### config.mk
export PLATFORM = sky130hd
export DESIGN_NAME = coin_inventory_change_maker
export DESIGN_NICKNAME = d
export VERILOG_FILES = /design/src/hdl/cic_pkg.sv /design/src/hdl/cic_cell.sv /design/src/hdl/coin_inventory_change_maker.sv
export SDC_FILE = /design/constraint.sdc
export NUM_CORES = 2
export LEC_CHECK = 0
export BUFFER_PORTS_ARGS = -buffer_cell sky130_fd_sc_hd__clkbuf_2
export CORE_MARGIN = 2
export CORE_UTILIZATION = 45
export DETAILED_ROUTE_END_ITERATION = 7
export PLACE_DENSITY = 0.62
export SETUP_SLACK_MARGIN = 0.15
export SLEW_MARGIN = 5
export SYNTH_ARGS = -nofsm -noshare
export SYNTH_HDL_FRONTEND = slang
export SYNTH_SLANG_ARGS = --single-unit
### constraint.sdc
create_clock -name aclk -period 23.9 [get_ports aclk]
set_input_delay 2.39 -clock aclk [delete_from_list [all_inputs] [get_ports aclk]]
set_output_delay 2.39 -clock aclk [all_outputs]
set_load 0.02 [all_outputs]
### src/hdl/cic_pkg.sv
`timescale 1ns / 1ps

package cic_pkg;

    localparam int NUM_KINDS   = 8;
    localparam int CNT_W       = 10;
    localparam int AMT_W       = 16;
    localparam int REG_IDX_W   = 2;
    // fixed-point scale of the per-cell reciprocal; must be at least AMT_W
    localparam int RECIP_SHIFT = 24;

    localparam int unsigned DENOM_VALUE [NUM_KINDS] = '{5, 10, 20, 50, 100, 200, 500, 1000};

    localparam logic [REG_IDX_W-1:0] REG_MAX_COUNT     = 2'd0;
    localparam logic [REG_IDX_W-1:0] REG_DEFAULT_COUNT = 2'd1;

    typedef enum logic [1:0] {
        OP_ADD    = 2'd0,
        OP_REMOVE = 2'd1,
        OP_CHANGE = 2'd2,
        OP_FILL   = 2'd3
    } op_t;

    typedef enum logic [1:0] {
        ST_OK           = 2'd0,
        ST_ADD_OVER     = 2'd1,
        ST_REMOVE_UNDER = 2'd2,
        ST_NOT_EXACT    = 2'd3
    } status_t;

    typedef enum logic [2:0] {
        CC_NONE,
        CC_ADD,
        CC_SUB,
        CC_TAKE,
        CC_FILL
    } cell_cmd_t;

    typedef enum logic [1:0] {
        S_IDLE,
        S_APPLY,
        S_WALK,
        S_DONE
    } fsm_t;

    typedef struct packed {
        cell_cmd_t          cmd;
        logic [CNT_W-1:0]   max_cnt;
        logic [CNT_W-1:0]   dflt_cnt;
    } cell_ctrl_t;

    typedef struct packed {
        logic add_fail;
        logic sub_fail;
    } cell_flags_t;

endpackage

### src/hdl/cic_cell.sv
`timescale 1ns / 1ps

// One denomination: holds its count, checks add/remove, and takes its share of
// a change amount in two stages (reciprocal multiply, then correct and clamp).
module cic_cell #(
    parameter int unsigned DENOM = 5
) (
    input  logic                      aclk,
    input  logic                      aresetn,
    input  cic_pkg::cell_ctrl_t       ctrl,
    input  logic [cic_pkg::CNT_W-1:0] qty,
    input  logic                      tok_in,
    input  logic [cic_pkg::AMT_W-1:0] rem_in,
    output logic                      tok_out,
    output logic [cic_pkg::AMT_W-1:0] rem_out,
    output logic [cic_pkg::CNT_W-1:0] give,
    output cic_pkg::cell_flags_t      flags
);
    import cic_pkg::*;

    localparam int unsigned RECIP  = (1 << RECIP_SHIFT) / DENOM;
    localparam int          RECIP_W = $clog2(RECIP + 1);
    localparam int          PROD_W  = AMT_W + RECIP_W;
    localparam int          CD_W    = CNT_W + $clog2(DENOM + 1);

    logic [CNT_W-1:0]  count_reg, count_next;
    logic              va_reg;
    logic [AMT_W-1:0]  rem_a_reg;
    logic [PROD_W-1:0] prod_reg;
    logic [CD_W-1:0]   cd_reg;
    logic              tok_reg;
    logic [AMT_W-1:0]  rem_out_reg;
    logic [CNT_W-1:0]  give_reg;

    logic [CNT_W:0]    sum;
    logic [AMT_W-1:0]  q0, qd, r0, q, r, rem_b;
    logic              fix;
    logic [CNT_W-1:0]  k;

    // stage A: quotient estimate and full-stock value
    always_ff @(posedge aclk) begin
        if (!aresetn) begin
            va_reg <= 1'b0;
        end else begin
            va_reg <= tok_in;
        end
        if (tok_in) begin
            rem_a_reg <= rem_in;
            prod_reg  <= PROD_W'(rem_in) * PROD_W'(RECIP);
            cd_reg    <= CD_W'(count_reg) * CD_W'(DENOM);
        end
    end

    // stage B: estimate is exact or one low
    always_comb begin
        q0  = AMT_W'(prod_reg >> RECIP_SHIFT);
        qd  = AMT_W'(q0 * AMT_W'(DENOM));
        r0  = rem_a_reg - qd;
        fix = (r0 >= AMT_W'(DENOM));
        q   = q0 + AMT_W'(fix);
        r   = fix ? (r0 - AMT_W'(DENOM)) : r0;
        if (q > AMT_W'(count_reg)) begin
            k     = count_reg;
            rem_b = rem_a_reg - AMT_W'(cd_reg);
        end else begin
            k     = CNT_W'(q);
            rem_b = r;
        end
    end

    always_ff @(posedge aclk) begin
        if (!aresetn) begin
            tok_reg <= 1'b0;
        end else begin
            tok_reg <= va_reg;
        end
        if (va_reg) begin
            give_reg    <= k;
            rem_out_reg <= rem_b;
        end
    end

    assign sum            = {1'b0, count_reg} + {1'b0, qty};
    assign flags.add_fail = (sum > {1'b0, ctrl.max_cnt});
    assign flags.sub_fail = (qty > count_reg);

    always_comb begin
        case (ctrl.cmd)
            CC_ADD:  count_next = sum[CNT_W-1:0];
            CC_SUB:  count_next = count_reg - qty;
            CC_TAKE: count_next = count_reg - give_reg;
            CC_FILL: count_next = ctrl.dflt_cnt;
            default: count_next = count_reg;
        endcase
    end

    always_ff @(posedge aclk) begin
        if (!aresetn) begin
            count_reg <= '0;
        end else begin
            count_reg <= count_next;
        end
    end

    assign tok_out = tok_reg;
    assign rem_out = rem_out_reg;
    assign give    = give_reg;

endmodule

### src/hdl/coin_inventory_change_maker.sv
`timescale 1ns / 1ps

// Coin inventory with greedy change making. Eight cells, one per denomination
// (5 to 1000 cents), each keep a 10-bit stock count. Add and remove check all
// eight cells at once and commit only if none would leave the range
// [0, max_coin_count]; fill loads the default count everywhere. Make change
// sends a remainder token down the cell chain from the 1000c cell to the 5c
// cell; each cell takes min(rem / denom, stock) through a reciprocal multiply
// stage and then a correct-and-clamp stage, both registered. Counts move only
// when the remainder reaches zero. Add, remove and fill go through the apply
// state, change through the walk state until the token leaves the 5c cell.
// A finished beat waits in the done state until the output register is free.
// The result sits in an output register, so the next beat is accepted while
// it waits. One result beat per input beat; change counts are zero unless a
// change succeeds. Config writes (index 0 max count, 1 default count) are
// always accepted and are meant for idle periods only.
module coin_inventory_change_maker (
    input  logic                          aclk,
    input  logic                          aresetn,

    input  logic                          cfg_valid,
    output logic                          cfg_ready,
    input  logic [cic_pkg::REG_IDX_W-1:0] cfg_index,
    input  logic [cic_pkg::CNT_W-1:0]     cfg_data,

    input  logic                          s_valid,
    output logic                          s_ready,
    input  logic [1:0]                    s_operation,
    input  logic [cic_pkg::AMT_W-1:0]     s_amount_cents,
    input  logic [cic_pkg::CNT_W-1:0]     s_qty_5c,
    input  logic [cic_pkg::CNT_W-1:0]     s_qty_10c,
    input  logic [cic_pkg::CNT_W-1:0]     s_qty_20c,
    input  logic [cic_pkg::CNT_W-1:0]     s_qty_50c,
    input  logic [cic_pkg::CNT_W-1:0]     s_qty_100c,
    input  logic [cic_pkg::CNT_W-1:0]     s_qty_200c,
    input  logic [cic_pkg::CNT_W-1:0]     s_qty_500c,
    input  logic [cic_pkg::CNT_W-1:0]     s_qty_1000c,

    output logic                          m_valid,
    input  logic                          m_ready,
    output logic [1:0]                    m_status,
    output logic [cic_pkg::CNT_W-1:0]     m_change_5c,
    output logic [cic_pkg::CNT_W-1:0]     m_change_10c,
    output logic [cic_pkg::CNT_W-1:0]     m_change_20c,
    output logic [cic_pkg::CNT_W-1:0]     m_change_50c,
    output logic [cic_pkg::CNT_W-1:0]     m_change_100c,
    output logic [cic_pkg::CNT_W-1:0]     m_change_200c,
    output logic [cic_pkg::CNT_W-1:0]     m_change_500c,
    output logic [cic_pkg::CNT_W-1:0]     m_change_1000c
);
    import cic_pkg::*;

    // control and config
    fsm_t             state_reg, state_next;
    op_t              op_reg;
    status_t          status_reg, status_next;
    logic [CNT_W-1:0] max_reg;
    logic [CNT_W-1:0] dflt_reg;

    // operand and result storage
    logic [CNT_W-1:0] qty_in   [NUM_KINDS];
    logic [CNT_W-1:0] qty_reg  [NUM_KINDS];
    logic [CNT_W-1:0] give     [NUM_KINDS];
    logic             m_valid_reg;
    status_t          m_status_reg;
    logic [CNT_W-1:0] m_change_reg [NUM_KINDS];

    // cell chain: index NUM_KINDS is the head (feeds the 1000c cell)
    logic [NUM_KINDS:0] tok_chain;
    logic [AMT_W-1:0]   rem_chain [NUM_KINDS+1];
    cell_ctrl_t         ctrl;
    cell_cmd_t          cmd;
    cell_flags_t        flags [NUM_KINDS];
    logic               any_add_fail, any_sub_fail;

    logic accept, tok_start, out_free, out_load, exact;

    assign qty_in[0] = s_qty_5c;
    assign qty_in[1] = s_qty_10c;
    assign qty_in[2] = s_qty_20c;
    assign qty_in[3] = s_qty_50c;
    assign qty_in[4] = s_qty_100c;
    assign qty_in[5] = s_qty_200c;
    assign qty_in[6] = s_qty_500c;
    assign qty_in[7] = s_qty_1000c;

    assign accept   = s_valid && s_ready;
    assign out_free = !m_valid_reg || m_ready;
    assign exact    = (rem_chain[0] == '0);

    // chain head takes the amount straight off the input beat
    assign tok_chain[NUM_KINDS] = tok_start;
    assign rem_chain[NUM_KINDS] = s_amount_cents;

    assign ctrl.cmd      = cmd;
    assign ctrl.max_cnt  = max_reg;
    assign ctrl.dflt_cnt = dflt_reg;

    generate
        for (genvar i = 0; i < NUM_KINDS; i++) begin : g_cell
            cic_cell #(
                .DENOM (DENOM_VALUE[i])
            ) u_cell (
                .aclk    (aclk),
                .aresetn (aresetn),
                .ctrl    (ctrl),
                .qty     (qty_reg[i]),
                .tok_in  (tok_chain[i+1]),
                .rem_in  (rem_chain[i+1]),
                .tok_out (tok_chain[i]),
                .rem_out (rem_chain[i]),
                .give    (give[i]),
                .flags   (flags[i])
            );
        end
    endgenerate

    always_comb begin
        any_add_fail = 1'b0;
        any_sub_fail = 1'b0;
        for (int i = 0; i < NUM_KINDS; i++) begin
            any_add_fail = any_add_fail | flags[i].add_fail;
            any_sub_fail = any_sub_fail | flags[i].sub_fail;
        end
    end

    // sequencer: next state and strobes
    always_comb begin
        state_next  = state_reg;
        status_next = status_reg;
        s_ready     = 1'b0;
        tok_start   = 1'b0;
        cmd         = CC_NONE;
        out_load    = 1'b0;
        case (state_reg)
            S_IDLE: begin
                s_ready = 1'b1;
                if (s_valid) begin
                    if (op_t'(s_operation) == OP_CHANGE) begin
                        tok_start  = 1'b1;
                        state_next = S_WALK;
                    end else begin
                        state_next = S_APPLY;
                    end
                end
            end
            S_APPLY: begin
                case (op_reg)
                    OP_ADD: begin
                        status_next = any_add_fail ? ST_ADD_OVER : ST_OK;
                        cmd         = any_add_fail ? CC_NONE : CC_ADD;
                    end
                    OP_REMOVE: begin
                        status_next = any_sub_fail ? ST_REMOVE_UNDER : ST_OK;
                        cmd         = any_sub_fail ? CC_NONE : CC_SUB;
                    end
                    default: begin
                        status_next = ST_OK;
                        cmd         = CC_FILL;
                    end
                endcase
                state_next = S_DONE;
            end
            S_WALK: begin
                // token leaving the 5c cell closes the walk
                if (tok_chain[0]) begin
                    status_next = exact ? ST_OK : ST_NOT_EXACT;
                    cmd         = exact ? CC_TAKE : CC_NONE;
                    state_next  = S_DONE;
                end
            end
            S_DONE: begin
                if (out_free) begin
                    out_load   = 1'b1;
                    state_next = S_IDLE;
                end
            end
            default: state_next = S_IDLE;
        endcase
    end

    always_ff @(posedge aclk) begin
        if (!aresetn) begin
            state_reg  <= S_IDLE;
            status_reg <= ST_OK;
        end else begin
            state_reg  <= state_next;
            status_reg <= status_next;
        end
    end

    always_ff @(posedge aclk) begin
        if (accept) begin
            op_reg <= op_t'(s_operation);
            for (int i = 0; i < NUM_KINDS; i++) begin
                qty_reg[i] <= qty_in[i];
            end
        end
    end

    // config registers
    assign cfg_ready = 1'b1;

    always_ff @(posedge aclk) begin
        if (!aresetn) begin
            max_reg  <= CNT_W'(1023);
            dflt_reg <= CNT_W'(20);
        end else if (cfg_valid && cfg_ready) begin
            case (cfg_index)
                REG_MAX_COUNT:     max_reg  <= cfg_data;
                REG_DEFAULT_COUNT: dflt_reg <= cfg_data;
                default: ;
            endcase
        end
    end

    // output register
    always_ff @(posedge aclk) begin
        if (!aresetn) begin
            m_valid_reg <= 1'b0;
        end else if (out_load) begin
            m_valid_reg <= 1'b1;
        end else if (m_ready) begin
            m_valid_reg <= 1'b0;
        end
        if (out_load) begin
            m_status_reg <= status_reg;
            for (int i = 0; i < NUM_KINDS; i++) begin
                m_change_reg[i] <= (op_reg == OP_CHANGE && status_reg == ST_OK) ?
                                   give[i] : '0;
            end
        end
    end

    assign m_valid        = m_valid_reg;
    assign m_status       = m_status_reg;
    assign m_change_5c    = m_change_reg[0];
    assign m_change_10c   = m_change_reg[1];
    assign m_change_20c   = m_change_reg[2];
    assign m_change_50c   = m_change_reg[3];
    assign m_change_100c  = m_change_reg[4];
    assign m_change_200c  = m_change_reg[5];
    assign m_change_500c  = m_change_reg[6];
    assign m_change_1000c = m_change_reg[7];

    // at most one change token is ever in flight along the chain
    assert property (@(posedge aclk) disable iff (!aresetn)
        $countones(tok_chain) <= 1)
        else $error("more than one token in the cell chain");

    // a token only leaves the chain while the sequencer is walking
    assert property (@(posedge aclk) disable iff (!aresetn)
        tok_chain[0] |-> state_reg == S_WALK)
        else $error("chain token outside a change walk");

    // a new result beat is only produced out of the done state
    assert property (@(posedge aclk) disable iff (!aresetn)
        $rose(m_valid_reg) |-> $past(state_reg) == S_DONE)
        else $error("result beat without a finished operation");

    // failed operations never report change
    assert property (@(posedge aclk) disable iff (!aresetn)
        (m_valid_reg && m_status_reg != ST_OK) |->
        (m_change_5c == '0 && m_change_10c == '0 && m_change_20c == '0 &&
         m_change_50c == '0 && m_change_100c == '0 && m_change_200c == '0 &&
         m_change_500c == '0 && m_change_1000c == '0))
        else $error("change counts on a failed beat");

endmodule
Word level (Yosys, flattened, before mapping)
Memories as Yosys holds them, arrays and structs flattened.
Index checks and enable logic that the tools add are counted.
Word-level totals
  memories kept: 2
  RAM bits: 160
  output and inout port bits: 85
  flip-flop bits (word level): 836
  input bits: 115
Cells by class
  bitwise gates (word level): 14
  equal/unequal tests: 14
  reduce and logical (&&, ||, !) cells: 16
  order comparisons: 32
  mux-type cells: 69
  multiply operators: 24
  add/sub/neg operators: 56
Memories
  m_change_reg: words 8, bits a word 10, read ports 8, clocked after memory_dff 0, write ports 8, line coin_inventory_change_maker.sv:66  | logic [CNT_W-1:0] m_change_reg [NUM_KINDS];
  qty_reg: words 8, bits a word 10, read ports 8, clocked after memory_dff 0, write ports 8, line coin_inventory_change_maker.sv:62  | logic [CNT_W-1:0] qty_reg [NUM_KINDS];
Operators by type and width (count)
  10-bit case mux with 4 select lines: 8
  16-bit 2-to-1 mux: 16
  16-bit subtractor: 13
  10-bit 2-to-1 mux: 16
  10-bit subtractor: 16
  16-bit by 10-bit > comparator with 1-bit output: 8
  16-bit by 16-bit multiplier with 32-bit output, second input constant: 3
  10-bit by 10-bit adder with 11-bit output: 8
  11-bit by 10-bit > comparator with 1-bit output: 8
  10-bit > comparator: 8
  16-bit by 15-bit multiplier with 31-bit output, second input constant: 2
  10-bit by 3-bit multiplier with 13-bit output, second input constant: 3
  16-bit by 22-bit multiplier with 38-bit output, second input constant: 1
  16-bit by 21-bit multiplier with 37-bit output, second input constant: 1
  16-bit by 18-bit multiplier with 34-bit output, second input constant: 1
  10-bit by 5-bit multiplier with 14-bit output, second input constant: 2
  2-bit 2-to-1 mux: 10
  16-bit by 10-bit >= comparator with 1-bit output, second input constant: 1
  16-bit by 3-bit >= comparator with 1-bit output, second input constant: 1
  16-bit by 4-bit >= comparator with 1-bit output, second input constant: 1
  16-bit by 5-bit >= comparator with 1-bit output, second input constant: 1
  16-bit by 6-bit >= comparator with 1-bit output, second input constant: 1
  16-bit by 7-bit >= comparator with 1-bit output, second input constant: 1
  16-bit by 8-bit >= comparator with 1-bit output, second input constant: 1
  other kinds (52): 94

Depth between registers and ports, before layout
An unclocked memory read counts as a cell.
  depth in word-level cells: 15
  mapped depth: 40

Modules after synthesis
A second synthesis with hierarchy kept.
Second synthesis, totals
  cell total of the unflattened synthesis: 10205
  area total of the unflattened synthesis: 100959.3 um^2
By module, submodules not included
  cic_cell (g_cell[3].u_cell): instances 1, area each 13294.0 um^2, sequential area each 2282.2 um^2, cells an instance 1371
  cic_cell (g_cell[4].u_cell): instances 1, area each 12464.5 um^2, sequential area each 2222.1 um^2, cells an instance 1259
  cic_cell (g_cell[5].u_cell): instances 1, area each 12185.4 um^2, sequential area each 2162.1 um^2, cells an instance 1231
  cic_cell (g_cell[6].u_cell): instances 1, area each 11676.2 um^2, sequential area each 2162.1 um^2, cells an instance 1255
  cic_cell (g_cell[0].u_cell): instances 1, area each 11481.0 um^2, sequential area each 2312.2 um^2, cells an instance 1218
  cic_cell (g_cell[1].u_cell): instances 1, area each 11428.5 um^2, sequential area each 2282.2 um^2, cells an instance 1201
  cic_cell (g_cell[7].u_cell): instances 1, area each 10924.2 um^2, sequential area each 2102.0 um^2, cells an instance 1136
  cic_cell (g_cell[2].u_cell): instances 1, area each 10844.2 um^2, sequential area each 2252.2 um^2, cells an instance 1146
  coin_inventory_change_maker: instances 1, area each 6661.4 um^2, sequential area each 5425.2 um^2, cells an instance 388

Worst setup path after synthesis
No wires, ideal clock.
  path kind: register -> register
  start: register g_cell[6].u_cell.prod_reg[25]
  end: register g_cell[6].u_cell.give_reg[3] (data pin)
  arrival time: 8.392 ns
  library setup time: 0.260 ns
  path slack: 15.248 ns
  stages on the path, launching flop included: 37
  data required time: 23.640 ns
  cells stage by stage: edfxtp_1 fa_1 xor2_1 ha_1 fa_1 inv_1 fa_1 inv_1 ha_1 inv_1 o21bai_1 a21oi_1 xor2_1 ha_1 clkbuf_1 nor2b_1 nor4b_1 a21oi_1 xor2_1 nand2b_1 or4_1 nor3_1 inv_1 ha_1 xor2_1 ha_1 nor2b_1 o21a_1 o21ai_0 nand2b_1 a21oi_1 nor2_1 a2111oi_0 or4_1 clkbuf_1 clkbuf_1 mux2_2
On the way
  cells in the longest elaborated chain, start to end: 6
RTL lines
  start, declared: line cic_cell.sv:29  | logic [PROD_W-1:0] prod_reg;
  start signal, assigned: line cic_cell.sv:49  | prod_reg <= PROD_W'(rem_in) * PROD_W'(RECIP);
  8-bit by 7-bit multiplier with 14-bit output: line cic_cell.sv:57  | qd = AMT_W'(q0 * AMT_W'(DENOM));
  16-bit subtractor: line cic_cell.sv:58  | r0 = rem_a_reg - qd;
  16-bit by 9-bit >= comparator with 1-bit output: line cic_cell.sv:59  | fix = (r0 >= AMT_W'(DENOM));
  8-bit by 1-bit adder with 9-bit output *: line cic_cell.sv:60  | q = q0 + AMT_W'(fix);
  16-bit by 10-bit > comparator with 1-bit output: line cic_cell.sv:62  | if (q > AMT_W'(count_reg)) begin
  10-bit 2-to-1 mux *: line cic_cell.sv:62
  via g_cell[6].u_cell.k[3]: line cic_cell.sv:38  | logic [CNT_W-1:0] k;
  end signal, assigned: line cic_cell.sv:78  | give_reg <= k;
  end, declared: line cic_cell.sv:33  | logic [CNT_W-1:0] give_reg;
The timed path passes the listed nets; every way through them passes the cells marked *.
A chain may end at the register's enable or synchronous reset.

Final worst setup path
  start: register g_cell[6].u_cell.prod_reg[25]
  end: register g_cell[6].u_cell.rem_out_reg[4] (data pin)
On the way
  cells in the longest elaborated chain, start to end: 6
  elaborated cells on any way between the ends: 8
  those cells by class: 3 x add/sub; 1 x mul; 2 x order compare; 2 x mux
RTL lines
  8-bit by 7-bit multiplier with 14-bit output: line cic_cell.sv:57
  16-bit subtractor: line cic_cell.sv:58
  16-bit by 9-bit >= comparator with 1-bit output: line cic_cell.sv:59
  8-bit by 1-bit adder with 9-bit output: line cic_cell.sv:60
  16-bit by 10-bit > comparator with 1-bit output: line cic_cell.sv:62
  16-bit 2-to-1 mux *: line cic_cell.sv:62
  via g_cell[6].u_cell.rem_b[4]: line cic_cell.sv:36  | logic [AMT_W-1:0] q0, qd, r0, q, r, rem_b;
  end signal, assigned: line cic_cell.sv:79  | rem_out_reg <= rem_b;
  end, declared: line cic_cell.sv:32  | logic [AMT_W-1:0] rem_out_reg;
Marked as above.

==> impl_metrics.prom <==
# TYPE chip_impl_metric gauge
chip_impl_metric{name="ys_ff_latch",unit=""} 813
chip_impl_metric{name="ir_worst_vdd",unit="mV"} 0.0957
chip_impl_info{name="setup.worst_path.start_class",value="register"} 1
chip_impl_info{name="worst_r2r_endpoint",value="g_cell[6].u_cell.rem_out[4]"} 1
chip_impl_metric{name="yosysWarnings",unit=""} 0
chip_impl_metric{name="clock_insertion_delay_worst_skew",unit="ps"} 770
chip_impl_metric{name="synth_cell_types",unit=""} 90
chip_impl_metric{name="mappedNetlistNets",unit=""} 12700
chip_impl_metric{name="sequential_cell_area_fraction_in_the_yosys_report",unit="%"} 23.6
chip_impl_metric{name="fillerInstances",unit=""} 20100
chip_impl_info{name="rsz0062_at_grt",value="no"} 1
chip_impl_metric{name="ctsHtreeMaxLevel",unit=""} 3
chip_impl_metric{name="layout-area-overhead-vs-synth",unit="%"} 8.04
chip_impl_info{name="critical_path_class",value="reg2reg"} 1
chip_impl_info{name="hp-start",value="g_cell[7].u_cell.rem_a_reg[2]"} 1
chip_impl_info{name="critPathCaptureType",value="register"} 1
chip_impl_metric{name="drv.max_cap_violation_count",unit=""} 0
chip_impl_metric{name="seq_power_share",unit="%"} 27.6
chip_impl_metric{name="rows",unit=""} 171
chip_impl_metric{name="design.portCount",unit=""} 200
chip_impl_metric{name="total_switching_power",unit="mW"} 2.79
chip_impl_metric{name="cp_slowest_stage_delay",unit="ps"} 1000
chip_impl_metric{name="numPlacedInstances",unit=""} 12800
chip_impl_metric{name="syn_area_per_cell",unit="um2"} 10.0
chip_impl_metric{name="cts_buffers",unit=""} 103
chip_impl_info{name="critical-path-slowest-cell",value="sky130_fd_sc_hd__or4_1"} 1
chip_impl_metric{name="finalCritPeriodShare",unit="%"} 41.9
chip_impl_info{name="min_to",value="g_cell[7].u_cell.rem_out[2]"} 1
chip_impl_metric{name="route.antenna.remaining_nets",unit=""} 0
chip_impl_metric{name="power_frac_clock",unit="%"} 24.2
chip_impl_metric{name="final_wirelength",unit="um"} 269000
chip_impl_metric{name="postcts_resize_cnt",unit=""} 0
chip_impl_metric{name="avgViaCountPerCell",unit=""} 5.56
chip_impl_info{name="min_path_type",value="reg2reg"} 1
chip_impl_metric{name="cp_data_arrival_time",unit="ps"} 10530
chip_impl_metric{name="power.combinational.fraction",unit="%"} 48.2
chip_impl_metric{name="power.share.switching",unit="%"} 40.6
chip_impl_metric{name="netlist_area",unit="mm2"} 0.0985
chip_impl_metric{name="route.vias.total",unit=""} 72100
chip_impl_metric{name="cts_num_sinks",unit=""} 813
chip_impl_info{name="outcome",value="completed"} 1
chip_impl_metric{name="p_leak",unit="nW"} 51.6
chip_impl_metric{name="finalCriticalPeriod",unit="ps"} 10010
chip_impl_metric{name="largest_register_ffs",unit=""} 128
chip_impl_metric{name="cts_hold_buffers",unit=""} 0
chip_impl_metric{name="setup_violations",unit=""} 0
chip_impl_metric{name="critical_path.max_fanout",unit=""} 34
chip_impl_metric{name="report.final.slew_viol_count",unit=""} 0
chip_impl_metric{name="io_buffer_count",unit=""} 198
chip_impl_metric{name="finalInstanceArea",unit="mm2"} 0.106
chip_impl_metric{name="die_area",unit="mm2"} 0.223
chip_impl_metric{name="report.final.hold_viol_count",unit=""} 0
chip_impl_metric{name="die-width",unit="um"} 472
chip_impl_metric{name="final.setup_skew",unit="ps"} 45.3
chip_impl_metric{name="drc",unit=""} 0
chip_impl_metric{name="cell_internal_power",unit="mW"} 4.08
chip_impl_metric{name="rrSetupSlack",unit="ps"} 13890
chip_impl_metric{name="floorplan.core_area",unit="mm2"} 0.217
chip_impl_metric{name="worstHoldPathCells",unit=""} 0
chip_impl_info{name="crit-reg2reg-launch",value="g_cell[6].u_cell.prod_reg[25]"} 1
chip_impl_metric{name="post_layout_nonfiller_instances",unit=""} 13000
chip_impl_metric{name="floorplan.initialDensity",unit="%"} 45.3
chip_impl_metric{name="netlist_instances",unit=""} 9845
chip_impl_metric{name="pwr_density_cell",unit="mW/mm2"} 64.5
chip_impl_metric{name="max_slew.worst_pin.slew",unit="ps"} 1340
chip_impl_metric{name="via_count_of_the_first_global_routing_pass",unit=""} 74000
chip_impl_metric{name="clk_pin_slew_worst_setup_hold_paths",unit="ps"} 60
chip_impl_metric{name="synth_edf_count",unit=""} 692
chip_impl_metric{name="initialDrtViolationCount",unit=""} 5049
chip_impl_metric{name="r2r_cells",unit=""} 38
chip_impl_info{name="cts_root_buf",value="sky130_fd_sc_hd__clkbuf_16"} 1
chip_impl_metric{name="number_of_antenna_violations_at_the_first_check_in_global_routing",unit=""} 34
chip_impl_metric{name="slew_headroom",unit="%"} 10.5
chip_impl_metric{name="drive_above_1_share",unit="%"} 5.27
chip_impl_metric{name="place_hpwl",unit="um"} 218000
chip_impl_info{name="tritoncts",value="yes"} 1
chip_impl_info{name="synthFlopType",value="sky130_fd_sc_hd__edfxtp_1"} 1
chip_impl_metric{name="setup_total_negative_slack",unit="ps"} 0
chip_impl_metric{name="dpl_cell_area",unit="mm2"} 0.103
chip_impl_metric{name="drt_first_pass_iters",unit=""} 8
chip_impl_metric{name="async_reset_ff_share",unit="%"} 0
chip_impl_metric{name="largest_net_degree_at_the_start_of_global_routing",unit=""} 70
chip_impl_metric{name="grt_overflow_total",unit=""} 0
chip_impl_info{name="cp_common_cell",value="sky130_fd_sc_hd__ha_1"} 1
chip_impl_metric{name="wl_per_cell",unit="um"} 20.7
chip_impl_metric{name="gr-usage-all-layers",unit="%"} 24.1
chip_impl_metric{name="number_of_buffers_on_the_longest_clock_path",unit=""} 3
chip_impl_metric{name="grt_pass1_wl",unit="um"} 421000
chip_impl_metric{name="fmax",unit="GHz"} 0.0999
chip_impl_metric{name="dieHeight",unit="um"} 472
chip_impl_metric{name="required",unit="ps"} 24410
chip_impl_metric{name="post_cts.repair.setup_buffers",unit=""} 0
chip_impl_metric{name="gpl.final_weighted_congestion",unit=""} 0.927
chip_impl_metric{name="final_stage_net_count",unit=""} 12900
[critical path, delay by kind of cell (launching register included)]
kind	cells	cell delay, ps
AOI/OAI and AO/OA	9	1830
xor gates and xnor gates	4	650
adders and majority gates	8	2970
buffers and inverters	5	560
DFF	1	650
and+or+nand+nor	12	3130
[logic make-up (layout without fill, tap and decap cells)]
logic type                 count (synthesis)  after routing  share of synthesized area (%)
DFF                                      813            813                           23.6
other                                      2             17                        0.00762
adders and majority gates               2779           2779                           40.9
and+or+nand+nor                         1738           1738                           8.89
xor gates and xnor gates                 648            648                           5.82
muxes                                     61             61                          0.649
AOI/OAI and AO/OA                       1935           1935                           13.0
buffers and inverters                   1869           2132                           7.18
[per-layer routing]
layer	vias up	global-route usage, %	wire, um
met5	-	0	0
met4	0	9.55	11100
met3	416	2.92	13900
met2	1767	39.4	123000
met1	35300	32.6	120000
li1	34700	-	-
[through the flow]
step	utilization, %	power (mW)	worst slack (ps)	hold WS, ps
finish	49.0	6.86	13890	443
global route	48.9	7.39	12990	473
global placement	47.3	5.11	13940	437
CTS	48.9	6.89	13910	448
floorplan	-	4.32	15250	417
detailed placement	47.3	5.19	13950	440
[layout make-up]
class	count	area [um2]	area share, %
Antenna cell	15	37.5	0.0353
Clock buffer	127	2820	2.65
Clock inverter	65	758	0.713
Inverter	1699	6380	5.99
Multi-Input combinational cell	7163	68300	64.2
Sequential cell	813	23200	21.8
Tap cell	2854	3570	3.36
Timing Repair Buffer	241	1320	1.24
[worst max path at each step]
stage,startpoint,cells past startpoint,slack (ps),end
final,g_cell[6].u_cell.prod_reg[25],38,13890,g_cell[6].u_cell.rem_out[4]
after global routing,g_cell[6].u_cell.prod_reg[25],38,12990,g_cell[6].u_cell.rem_out[4]
after CTS,g_cell[6].u_cell.prod_reg[25],38,13910,g_cell[6].u_cell.rem_out[4]
after detailed placement,g_cell[6].u_cell.prod_reg[25],38,13950,g_cell[6].u_cell.rem_out[4]
after global placement,g_cell[6].u_cell.prod_reg[25],37,13940,g_cell[6].u_cell.give[1]
after floorplan,g_cell[6].u_cell.prod_reg[25],36,15250,g_cell[6].u_cell.give[3]
[power by group through the flow]
stage / clock network (mW) / logic (mW) / registers, mW
after floorplan: 0 / 2.47 / 1.85
after global placement: 0 / 3.19 / 1.92
after detailed placement: 0 / 3.27 / 1.92
after CTS: 1.70 / 3.30 / 1.89
after global routing: 1.75 / 3.74 / 1.90
final: 1.66 / 3.31 / 1.89
[cells in the mapped netlist, drive strengths merged (14+ instances only)]
cell type / count / share of area, %
a2111oi: 29 / 0.28
a211o: 21 / 0.19
a211oi: 74 / 0.57
a21boi: 28 / 0.21
a21o: 214 / 1.6
a21oi: 544 / 2.8
a221o: 40 / 0.41
a221oi: 25 / 0.22
a311oi: 20 / 0.18
a31oi: 62 / 0.39
and2: 142 / 0.90
and3: 44 / 0.28
buf: 27 / 0.16
clkbuf: 143 / 0.55
dfxtp: 121 / 2.5
edfxtp: 692 / 21
fa: 730 / 15
ha: 2049 / 26
inv: 1698 / 6.5
mux2: 23 / 0.26
mux2i: 38 / 0.39
nand2: 355 / 1.4
nand2b: 80 / 0.51
nand3: 153 / 0.78
nand3b: 16 / 0.12
nand4: 71 / 0.45
nor2: 416 / 1.6
nor2b: 104 / 0.66
nor3: 160 / 0.82
nor3b: 21 / 0.16
nor4: 28 / 0.18
o211ai: 60 / 0.46
o21a: 94 / 0.72
o21ai: 347 / 1.8
o21bai: 81 / 0.62
o221a: 29 / 0.33
o221ai: 42 / 0.37
o22ai: 22 / 0.14
o31ai: 67 / 0.51
or2: 36 / 0.23
or3: 51 / 0.32
or4: 14 / 0.11
xnor2: 436 / 3.9
xor2: 208 / 1.8
[layout by cell type, fill, tap and decap left out, drive strengths merged, types with 60 or more instances in the layout]
master / synthesis / routed
ha: 2049 / 2049
inv: 1698 / 1707
fa: 730 / 730
edfxtp: 692 / 692
a21oi: 544 / 544
xnor2: 436 / 436
nor2: 416 / 416
nand2: 355 / 355
o21ai: 347 / 347
clkbuf: 143 / 324
a21o: 214 / 214
xor2: 208 / 208
nor3: 160 / 160
nand3: 153 / 153
and2: 142 / 142
dfxtp: 121 / 121
nor2b: 104 / 104
o21a: 94 / 94
o21bai: 81 / 81
nand2b: 80 / 80
a211oi: 74 / 74
nand4: 71 / 71
o31ai: 67 / 67
a31oi: 62 / 62
o211ai: 60 / 60
Power figures use the tool's default switching activity.
